File: config.mk
export PLATFORM = sky130hd
export DESIGN_NAME = point_multiset_table_flat
export DESIGN_NICKNAME = d
export VERILOG_FILES = /design/src/design/pmt_pkg.sv /design/src/design/pmt_ifs.sv /design/src/design/pmt_mem.sv /design/src/design/pmt_scan.sv /design/src/design/point_multiset_table.sv /design/src/flat_wrapper.sv
export SDC_FILE = /design/constraint.sdc
export NUM_CORES = 2
export LEC_CHECK = 0
export BUFFER_PORTS_ARGS = -buffer_cell sky130_fd_sc_hd__buf_4
export CAP_MARGIN = 20
export CORE_MARGIN = 3
export CORE_UTILIZATION = 63
export CTS_BUF_LIST = sky130_fd_sc_hd__clkbuf_8 sky130_fd_sc_hd__clkbuf_16
export DETAILED_ROUTE_END_ITERATION = 10
export PLACE_DENSITY = 0.79
export SETUP_SLACK_MARGIN = 0.3
export SLEW_MARGIN = 40
export SYNTH_ARGS = -nofsm -noshare
export SYNTH_HDL_FRONTEND = slang
export SYNTH_SLANG_ARGS = --single-unit
File: constraint.sdc
create_clock -name clk -period 5.07 [get_ports clk]
set_clock_uncertainty 0.15 [all_clocks]
set_input_delay 1.014 -clock clk [delete_from_list [all_inputs] [get_ports clk]]
set_output_delay 1.014 -clock clk [all_outputs]
set_load 0.03 [all_outputs]
File: src/design/pmt_pkg.sv
// Shared types, codes and defaults for the point multiset table.
package pmt_pkg;

  localparam int PMT_CAPACITY   = 64;
  localparam int PMT_COORD_BITS = 16;
  localparam int PMT_COUNT_BITS = 7;
  localparam int PMT_COUNT_MAX  = 127;
  localparam int PMT_STAT_BITS  = 2;

  typedef enum logic [2:0] {
    OP_INSERT     = 3'd0,
    OP_REMOVE     = 3'd1,
    OP_COUNT_PAIR = 3'd2,
    OP_COUNT_X    = 3'd3,
    OP_COUNT_Y    = 3'd4
  } pmt_op_t;

  // Insert status codes
  localparam logic [PMT_STAT_BITS-1:0] STAT_NEW     = 2'd0;
  localparam logic [PMT_STAT_BITS-1:0] STAT_PRESENT = 2'd1;
  // Remove status codes
  localparam logic [PMT_STAT_BITS-1:0] STAT_REMOVED = 2'd0;
  localparam logic [PMT_STAT_BITS-1:0] STAT_ABSENT  = 2'd1;
  localparam logic [PMT_STAT_BITS-1:0] STAT_REMAIN  = 2'd2;
  localparam logic [PMT_STAT_BITS-1:0] STAT_LAST_X  = 2'd3;

  typedef enum logic [2:0] {
    ST_CLEAR,
    ST_IDLE,
    ST_SCAN,
    ST_FLUSH,
    ST_COMMIT
  } pmt_state_t;

  typedef struct packed {
    logic clear;   // restart accumulators
    logic sample;  // read data valid this cycle
  } pmt_scan_ctrl_t;

  typedef struct packed {
    logic found_free;
    logic found_pair;
  } pmt_scan_flags_t;

endpackage

File: src/design/pmt_ifs.sv
// Request and response channel interfaces of the point multiset table.
interface pmt_req_if import pmt_pkg::*; #(
  parameter int COORD_BITS = PMT_COORD_BITS
) ();
  logic                         valid;
  logic                         ready;
  logic [2:0]                   opcode;
  logic signed [COORD_BITS-1:0] x_coord;
  logic signed [COORD_BITS-1:0] y_coord;

  modport source (output valid, output opcode, output x_coord, output y_coord, input ready);
  modport sink   (input valid, input opcode, input x_coord, input y_coord, output ready);
endinterface

interface pmt_rsp_if import pmt_pkg::*; ();
  logic                      valid;
  logic                      ready;
  logic [PMT_COUNT_BITS-1:0] count;
  logic [PMT_STAT_BITS-1:0]  status;
  logic                      table_full;

  modport source (output valid, output count, output status, output table_full, input ready);
  modport sink   (input valid, input count, input status, input table_full, output ready);
endinterface

File: src/design/pmt_mem.sv
// Simple dual-port table memory, one write and one registered read per cycle.
module pmt_mem import pmt_pkg::*; #(
  parameter int DATA_W = 1 + 2 * PMT_COORD_BITS,
  parameter int DEPTH  = PMT_CAPACITY
) (
  input  logic                     clk,
  input  logic                     we,
  input  logic [$clog2(DEPTH)-1:0] waddr,
  input  logic [DATA_W-1:0]        wdata,
  input  logic                     re,
  input  logic [$clog2(DEPTH)-1:0] raddr,
  output logic [DATA_W-1:0]        rdata
);

  logic [DATA_W-1:0] mem [DEPTH];

  always_ff @(posedge clk) begin
    if (we) begin
      mem[waddr] <= wdata;
    end
  end

  always_ff @(posedge clk) begin
    if (re) begin
      rdata <= mem[raddr];
    end
  end

endmodule

File: src/design/pmt_scan.sv
// Scan accumulator: match counts, first free entry and first matching entry.
module pmt_scan import pmt_pkg::*; #(
  parameter int CAPACITY   = PMT_CAPACITY,
  parameter int COORD_BITS = PMT_COORD_BITS
) (
  input  logic                          clk,
  input  logic                          rst,
  input  pmt_scan_ctrl_t                ctrl,
  input  logic [$clog2(CAPACITY)-1:0]   idx,
  input  logic                          entry_valid,
  input  logic [COORD_BITS-1:0]         entry_x,
  input  logic [COORD_BITS-1:0]         entry_y,
  input  logic [COORD_BITS-1:0]         key_x,
  input  logic [COORD_BITS-1:0]         key_y,
  output pmt_scan_flags_t               flags,
  output logic [$clog2(CAPACITY)-1:0]   free_idx,
  output logic [$clog2(CAPACITY)-1:0]   pair_idx,
  output logic [$clog2(CAPACITY+1)-1:0] cnt_pair,
  output logic [$clog2(CAPACITY+1)-1:0] cnt_x,
  output logic [$clog2(CAPACITY+1)-1:0] cnt_y
);

  localparam int CNT_W = $clog2(CAPACITY + 1);

  logic x_hit;
  logic y_hit;

  assign x_hit = entry_valid && (entry_x == key_x);
  assign y_hit = entry_valid && (entry_y == key_y);

  always_ff @(posedge clk) begin
    if (rst || ctrl.clear) begin
      flags <= '0;
    end else if (ctrl.sample) begin
      if (!entry_valid && !flags.found_free) begin
        flags.found_free <= 1'b1;
      end
      if (x_hit && y_hit && !flags.found_pair) begin
        flags.found_pair <= 1'b1;
      end
    end
  end

  always_ff @(posedge clk) begin
    if (ctrl.clear) begin
      cnt_pair <= '0;
      cnt_x    <= '0;
      cnt_y    <= '0;
    end else if (ctrl.sample) begin
      if (x_hit && y_hit) cnt_pair <= cnt_pair + CNT_W'(1);
      if (x_hit)          cnt_x    <= cnt_x + CNT_W'(1);
      if (y_hit)          cnt_y    <= cnt_y + CNT_W'(1);
      // lowest index wins
      if (!entry_valid && !flags.found_free) free_idx <= idx;
      if (x_hit && y_hit && !flags.found_pair) pair_idx <= idx;
    end
  end

endmodule

File: src/design/point_multiset_table.sv
// Top level of the point multiset table.
//
// Point multiset table: a bounded multiset of signed (x,y) points, one table
// entry per occurrence, held in a single memory of CAPACITY words of
// {valid, x, y}. Each request item carries an opcode (insert, remove, count
// pair, count x, count y) and one point; exactly one response item follows.
// Every item scans the whole memory through its one read port, one entry per
// cycle, then spends a flush state on the last read's data and a commit state
// that writes back at most one entry and loads the response register, and the
// next item is accepted on the cycle after commit. The response register lets
// the table take the next item while the previous response is still waiting;
// commit stalls only if that register is still full. After reset the table
// runs a clearing pass that zeroes every valid mark; no request is accepted
// meanwhile. Insert picks the lowest free entry; remove clears the lowest
// entry holding the pair. Counts saturate at 127. Opcodes 5 to 7 change
// nothing and answer zeros.
module point_multiset_table import pmt_pkg::*; #(
  parameter int CAPACITY   = PMT_CAPACITY,
  parameter int COORD_BITS = PMT_COORD_BITS
) (
  input  logic     clk,
  input  logic     rst,
  pmt_req_if.sink  req,
  pmt_rsp_if.source rsp
);

  localparam int IDX_W  = $clog2(CAPACITY);
  localparam int CNT_W  = $clog2(CAPACITY + 1);
  localparam int DATA_W = 1 + 2 * COORD_BITS;
  localparam logic [IDX_W-1:0] LAST_IDX = IDX_W'(CAPACITY - 1);

  function automatic logic [PMT_COUNT_BITS-1:0] clamp_count(input logic [CNT_W-1:0] n);
    logic [31:0] wide;
    wide = 32'(n);
    return (wide > 32'(PMT_COUNT_MAX)) ? PMT_COUNT_BITS'(PMT_COUNT_MAX)
                                       : wide[PMT_COUNT_BITS-1:0];
  endfunction

  // Control state
  pmt_state_t state, state_next;
  logic [IDX_W-1:0] addr, addr_next;   // clear / scan address
  logic             rd_sample;         // read issued last cycle
  logic [IDX_W-1:0] rd_idx;            // address of the data now on rdata
  logic             rsp_valid;

  // Latched request
  logic [2:0]            op;
  logic [COORD_BITS-1:0] key_x;
  logic [COORD_BITS-1:0] key_y;

  // Response payload
  logic [PMT_COUNT_BITS-1:0] rsp_count;
  logic [PMT_STAT_BITS-1:0]  rsp_status;
  logic                      rsp_full;

  // Memory port
  logic              mem_we;
  logic [IDX_W-1:0]  mem_waddr;
  logic [DATA_W-1:0] mem_wdata;
  logic              mem_re;
  logic [DATA_W-1:0] mem_rdata;

  // Scan results
  pmt_scan_ctrl_t   scan_ctrl;
  pmt_scan_flags_t  flags;
  logic [IDX_W-1:0] free_idx;
  logic [IDX_W-1:0] pair_idx;
  logic [CNT_W-1:0] cnt_pair;
  logic [CNT_W-1:0] cnt_x;
  logic [CNT_W-1:0] cnt_y;

  // Commit-cycle decisions
  logic                      last;
  logic                      commit;
  logic                      wr_wanted;
  logic [PMT_COUNT_BITS-1:0] res_count;
  logic [PMT_STAT_BITS-1:0]  res_status;
  logic                      res_full;

  pmt_mem #(
    .DATA_W (DATA_W),
    .DEPTH  (CAPACITY)
  ) u_mem (
    .clk   (clk),
    .we    (mem_we),
    .waddr (mem_waddr),
    .wdata (mem_wdata),
    .re    (mem_re),
    .raddr (addr),
    .rdata (mem_rdata)
  );

  pmt_scan #(
    .CAPACITY   (CAPACITY),
    .COORD_BITS (COORD_BITS)
  ) u_scan (
    .clk         (clk),
    .rst         (rst),
    .ctrl        (scan_ctrl),
    .idx         (rd_idx),
    .entry_valid (mem_rdata[DATA_W-1]),
    .entry_x     (mem_rdata[2*COORD_BITS-1:COORD_BITS]),
    .entry_y     (mem_rdata[COORD_BITS-1:0]),
    .key_x       (key_x),
    .key_y       (key_y),
    .flags       (flags),
    .free_idx    (free_idx),
    .pair_idx    (pair_idx),
    .cnt_pair    (cnt_pair),
    .cnt_x       (cnt_x),
    .cnt_y       (cnt_y)
  );

  assign last = (addr == LAST_IDX);

  assign rsp.valid      = rsp_valid;
  assign rsp.count      = rsp_count;
  assign rsp.status     = rsp_status;
  assign rsp.table_full = rsp_full;

  // Next state
  always_comb begin
    state_next = state;
    unique case (state)
      ST_CLEAR:  if (last) state_next = ST_IDLE;
      ST_IDLE:   if (req.valid) state_next = ST_SCAN;
      ST_SCAN:   if (last) state_next = ST_FLUSH;
      ST_FLUSH:  state_next = ST_COMMIT;
      ST_COMMIT: if (commit) state_next = ST_IDLE;
    endcase
  end

  // Outputs and datapath control
  always_comb begin
    req.ready        = 1'b0;
    mem_re           = 1'b0;
    wr_wanted        = 1'b0;
    mem_waddr        = addr;
    mem_wdata        = '0;
    commit           = 1'b0;
    res_count        = '0;
    res_status       = STAT_NEW;
    res_full         = 1'b0;
    addr_next        = '0;
    scan_ctrl.clear  = (state == ST_IDLE);
    scan_ctrl.sample = rd_sample;
    unique case (state)
      ST_CLEAR: begin
        wr_wanted = 1'b1;
        addr_next = last ? '0 : addr + IDX_W'(1);
      end
      ST_IDLE: begin
        req.ready = 1'b1;
      end
      ST_SCAN: begin
        mem_re    = 1'b1;
        addr_next = last ? '0 : addr + IDX_W'(1);
      end
      ST_FLUSH: begin
      end
      ST_COMMIT: begin
        commit = !rsp_valid || rsp.ready;
        unique case (op)
          OP_INSERT: begin
            if (flags.found_free) begin
              wr_wanted  = 1'b1;
              mem_waddr  = free_idx;
              mem_wdata  = {1'b1, key_x, key_y};
              res_status = (cnt_pair == '0) ? STAT_NEW : STAT_PRESENT;
            end else begin
              res_full = 1'b1;
            end
          end
          OP_REMOVE: begin
            if (flags.found_pair) begin
              wr_wanted = 1'b1;
              mem_waddr = pair_idx;
              mem_wdata = {1'b0, key_x, key_y};
              // counts include the occurrence being removed
              if (cnt_x == CNT_W'(1)) begin
                res_status = STAT_LAST_X;
              end else if (cnt_pair == CNT_W'(1)) begin
                res_status = STAT_REMOVED;
              end else begin
                res_status = STAT_REMAIN;
              end
            end else begin
              res_status = STAT_ABSENT;
            end
          end
          OP_COUNT_PAIR: res_count = clamp_count(cnt_pair);
          OP_COUNT_X:    res_count = clamp_count(cnt_x);
          OP_COUNT_Y:    res_count = clamp_count(cnt_y);
          default: begin
          end
        endcase
      end
    endcase
    // clearing pass writes unconditionally; commit writes only when it fires
    mem_we = wr_wanted && ((state == ST_CLEAR) || commit);
  end

  // Control registers
  always_ff @(posedge clk) begin
    if (rst) begin
      state     <= ST_CLEAR;
      addr      <= '0;
      rd_sample <= 1'b0;
      rsp_valid <= 1'b0;
    end else begin
      state     <= state_next;
      addr      <= addr_next;
      rd_sample <= mem_re;
      if (commit) begin
        rsp_valid <= 1'b1;
      end else if (rsp.ready) begin
        rsp_valid <= 1'b0;
      end
    end
  end

  // Payload registers
  always_ff @(posedge clk) begin
    rd_idx <= addr;
    if (req.valid && req.ready) begin
      op    <= req.opcode;
      key_x <= req.x_coord;
      key_y <= req.y_coord;
    end
    if (commit) begin
      rsp_count  <= res_count;
      rsp_status <= res_status;
      rsp_full   <= res_full;
    end
  end

`ifndef SYNTH
  // No write may land in the memory while a scan is reading it
  a_no_write_in_scan: assert property (@(posedge clk) disable iff (rst)
    (state == ST_SCAN || state == ST_FLUSH) |-> !mem_we)
    else $error("table written during scan");

  // A response only appears out of the commit cycle
  a_rsp_from_commit: assert property (@(posedge clk) disable iff (rst)
    $rose(rsp_valid) |-> $past(state) == ST_COMMIT)
    else $error("response raised outside commit");

  // A refused insert carries no status or count
  a_full_clean: assert property (@(posedge clk) disable iff (rst)
    (rsp.valid && rsp.table_full) |-> (rsp.status == STAT_NEW && rsp.count == '0))
    else $error("table_full with nonzero status or count");

  // An accepted item starts its scan at entry zero
  a_scan_start: assert property (@(posedge clk) disable iff (rst)
    (req.valid && req.ready) |=> (state == ST_SCAN && addr == '0))
    else $error("scan did not start at entry zero");
`endif

endmodule

File: src/flat_wrapper.sv
// flat-port wrapper written by rule: the top's interface ports become plain ports
module point_multiset_table_flat import pmt_pkg::*;
#(
  parameter int CAPACITY   = PMT_CAPACITY,
  parameter int COORD_BITS = PMT_COORD_BITS
)
  (clk, rst, req_valid, req_opcode, req_x_coord, req_y_coord, req_ready, rsp_valid, rsp_count, rsp_status, rsp_table_full, rsp_ready);
  pmt_req_if #(.COORD_BITS(COORD_BITS)) req_i ();
  pmt_rsp_if rsp_i ();
  input  logic clk;
  input  logic rst;
  input wire logic [$bits(req_i.valid)-1:0] req_valid;
  input wire logic [$bits(req_i.opcode)-1:0] req_opcode;
  input wire logic [$bits(req_i.x_coord)-1:0] req_x_coord;
  input wire logic [$bits(req_i.y_coord)-1:0] req_y_coord;
  output wire logic [$bits(req_i.ready)-1:0] req_ready;
  output wire logic [$bits(rsp_i.valid)-1:0] rsp_valid;
  output wire logic [$bits(rsp_i.count)-1:0] rsp_count;
  output wire logic [$bits(rsp_i.status)-1:0] rsp_status;
  output wire logic [$bits(rsp_i.table_full)-1:0] rsp_table_full;
  input wire logic [$bits(rsp_i.ready)-1:0] rsp_ready;
  assign req_i.valid = req_valid;
  assign req_i.opcode = req_opcode;
  assign req_i.x_coord = req_x_coord;
  assign req_i.y_coord = req_y_coord;
  assign req_ready = req_i.ready;
  assign rsp_valid = rsp_i.valid;
  assign rsp_count = rsp_i.count;
  assign rsp_status = rsp_i.status;
  assign rsp_table_full = rsp_i.table_full;
  assign rsp_i.ready = rsp_ready;
  point_multiset_table #(.CAPACITY(CAPACITY), .COORD_BITS(COORD_BITS)) u_core (.clk(clk), .rst(rst), .req(req_i), .rsp(rsp_i));
endmodule
==> flow_metrics.env <==
export IMPL_first_pass_iters=7
export IMPL_numPortBuffers=50
export IMPL_fin_setup_tns_ns=0
export IMPL_final_common_cell="edfxtp_1"
export IMPL_grt_pass1_wl_um=330000
export IMPL_routedWlPerCell_um=38.9
export IMPL_endpoint_kind="flop"
export IMPL_worstPathArrival_ns=4.38
export IMPL_cts_buffer_depth=3
export IMPL_synthFlopType="edfxtp_1"
export IMPL_ys_ff_latch=2242
export IMPL_p_per_area_mw_per_mm2=381
export IMPL_drc=0
export IMPL_synthesis_area_mm2=0.0859
export IMPL_tightest_slew_ns=1.06
export IMPL_fillCellCount=7207
export IMPL_die_area_mm2=0.141
export IMPL_placed_cell_area_mm2=0.0897
export IMPL_slew_headroom=0.289
export IMPL_async_flop_share=0
export IMPL_start_kind="flop"
export IMPL_rr_worst_depth=6
export IMPL_p_leak_nw=29.7
export IMPL_h_tree_depth=4
export IMPL_clock_sinks=2242
export IMPL_cts_hold_buf=0
export IMPL_grt_pass1_vias=43100
export IMPL_vias=43500
export IMPL_crit_type="flop to flop"
export IMPL_syn_area_per_cell_um2=22.6
export IMPL_yosys_area_top_type="edfxtp_1"
export IMPL_post_cts_setup_buffers=0
export IMPL_p_comb_frac=0.035
export IMPL_p_int_w=0.0289
export IMPL_rr_startpoint="u_core.op[0]"
export IMPL_synth_area_leaders="edfxtp_1 77%, mux4_2 15%, mux2i_1 1.0%"
export IMPL_grt_overflow_total=0
export IMPL_fin_crit_ns=4.04
export IMPL_crit_path_cell_trace="nor4b_2, a22oi_1, o2bb2ai_1, nand2_1, nor2_4, buf_4"
export IMPL_whs_endpoint="u_core.key_y[2]"
export IMPL_grt_max_degree=95
export IMPL_place_detailed_hpwl_um=127000
export IMPL_ys_warn_count=0
export IMPL_pwr_share_seq=0.550
export IMPL_die_x_um=375
export IMPL_final_net_count=4068
export IMPL_setup_viol=0
export IMPL_drive_gt1_frac=0.288
export IMPL_rsz0062_at_grt="no"
export IMPL_core_mm2=0.134
export IMPL_worstHoldPathCells=1
export IMPL_slew_violations=0
export IMPL_drt_iter0_markers=7048
export IMPL_cts_buffers=207
export IMPL_critical_path_max_stage_delay_ns=0.75
export IMPL_ys_seq_area_frac=0.779
export IMPL_min_delay_start="req_y_coord[2]"
export IMPL_cts_tree="done"
export IMPL_area_growth_syn_to_layout_pct=12.3
export IMPL_clock_root_buffer="clkbuf_16"
export IMPL_p_clk_frac=0.415
export IMPL_status="completed"
export IMPL_finalHoldViolCount=0
export IMPL_wirelength_um=232000
export IMPL_worstPathRequired_ns=5.41
export IMPL_start_util=0.639
export IMPL_syn_instance_count=3795
export IMPL_insertion_delay_ns=0.88
export IMPL_die_h_um=375
export IMPL_antenna_found_initial=15
export IMPL_final_cell_mix="2,202 x edfxtp_1, 581 x mux4_2, 207 x clkbuf_16, 178 x buf_4, 101 x nand2_1"
export IMPL_gp_congestion=0.985
export IMPL_critPathMaxFanout=33
export IMPL_synth_edf_count=2202
export IMPL_viasPerCell=7.30
export IMPL_peakVddDrop_mv=0.501
export IMPL_hold_path_class="primary input to flop"
export IMPL_rows=134
export IMPL_swShare=0.213
export IMPL_fin_area_mm2=0.0964
export IMPL_ff2ff_setup_slack_ns=1.03
export IMPL_grt_total_usage=0.337
export IMPL_cpMaxStageDelayCell="nor4b_2"
export IMPL_regToRegEndpoint="u_core.u_mem.mem[27][21]"
export IMPL_max_cap_violations=0
export IMPL_synthDistinctLibCells=62
export IMPL_io_pins=51
export IMPL_synth_nets=3841
export IMPL_cts_resized=0
export IMPL_clkTransAtPathRegs_ns=0.07
export IMPL_switching_power_w=0.00781
export IMPL_fin_crit_sh=0.797
export IMPL_synth_top_cell_area_share=0.770
export IMPL_ant_nets=0
export IMPL_clock_fmax_ghz=0.247
-- worst max path at each step --
stage                      start  depth (start not counted)  slack [ns]                       end
finish              u_core.op[0]                          6        1.03  u_core.u_mem.mem[27][21]
global route        u_core.op[0]                          6        0.80  u_core.u_mem.mem[23][16]
CTS                 u_core.op[0]                          7        1.05  u_core.u_mem.mem[23][16]
detailed placement  u_core.op[0]                          7        1.11  u_core.u_mem.mem[23][21]
global placement       rsp_ready                          8        1.19   u_core.u_mem.mem[8][19]
floorplan              rsp_ready                          6        1.21   u_core.u_mem.mem[15][0]
-- state kept, by name, summed over array words and instances (netlist names) --
signal / count
u_core.op: 3
u_core.u_scan.cnt_x: 7
u_core.rsp.table_full: 1
u_core.u_mem.rdata: 33
u_core.key_x: 16
u_core.u_scan.pair_idx: 6
u_core.addr: 6
u_core.rd_idx: 6
u_core.rsp.count: 7
u_core.u_scan.cnt_pair: 7
u_core.u_scan.flags: 2
u_core.u_mem.mem: 2112
u_core.state: 3
u_core.key_y: 16
u_core.rsp.status: 2
u_core.rd_sample: 1
u_core.u_scan.free_idx: 6
u_core.u_scan.cnt_y: 7
u_core.rsp.valid: 1
-- critical path, delay by kind of cell (launching register included) --
kind	cells	cell delay (ns)
AOI/OAI and AO/OA	2	0.73
buffers and inverters	1	0.49
DFF	1	0.59
and+or+nand+nor	3	1.65
-- logic make-up after synthesis --
kind of cell             synth area share
flip-flops                          0.779
adder cells (fa/ha/maj)           0.00102
multiplexers                        0.163
buffers and inverters              0.0106
XOR/XNOR                          0.00439
AO/OA/AOI/OAI                      0.0197
AND/OR/NAND/NOR                    0.0218
-- cell type report --
type                            count  area [um^2]  share of cell area
Multi-Input combinational cell   1350        18700               0.193
Tap cell                         1768         2210              0.0229
Timing Repair Buffer              208         1940              0.0202
Clock buffer                      208         5190              0.0539
Antenna cell                        5         12.5            0.000130
Clock inverter                    173         1430              0.0149
Inverter                           13         56.3            0.000584
Sequential cell                  2242        66900               0.694
-- metal layers --
layer  wire length, um  vias to the layer above  GRT usage
met5               252                        -     0.0103
met4             11700                       10      0.147
met3             31600                      589      0.115
met2            110000                     3662      0.514
met1             78400                    22700      0.451
li1                  -                    16500          -
-- cells in the mapped netlist, drive strengths merged, types with 3 or more instances --
cell type and instances:
nand4 8, or4 9, xnor2 12, nor2b 20, buf 103, nor3b 3, mux4 581, edfxtp 2202
ha 7, dfxtp 40, a221oi 50, nand2 106, a211oi 16, a31oi 10, or3 5, o21ai 92
nand2b 9, inv 11, and3 6, xor2 31, nor4 10, a311oi 6, o22ai 3, and2 40
a22oi 24, a21oi 26, nand3b 3, o2bb2ai 4, a32oi 10, nor2 115, nor3 14, a221o 3
clkbuf 87, o31ai 5, mux2i 90, nand3 19
-- stage by stage --
step | std cells | total power [W] | hold slack [ns] | setup WS, ns | utilization
after detailed placement | 5576 | 0.0219 | 0.263 | 1.11 | 0.667
after global placement | 5571 | 0.0218 | 0.258 | 1.19 | 0.666
after global routing | 5963 | 0.0375 | 0.143 | 0.804 | 0.717
after floorplan | 3795 | 0.0214 | 0.176 | 1.21 | -
final | 5967 | 0.0367 | 0.164 | 1.03 | 0.717
after CTS | 5957 | 0.0368 | 0.126 | 1.05 | 0.716
-- power groups by stage --
| stage | clock (W) | sequential (W) | combinational [W] |
|---|---|---|---|
| after global routing | 0.0160 | 0.0202 | 0.00135 |
| after global placement | 0 | 0.0206 | 0.00125 |
| after detailed placement | 0 | 0.0206 | 0.00126 |
| after CTS | 0.0153 | 0.0202 | 0.00128 |
| after floorplan | 0 | 0.0206 | 0.000877 |
| final | 0.0152 | 0.0202 | 0.00130 |
Note: power is estimated with default switching activity, not from simulation.
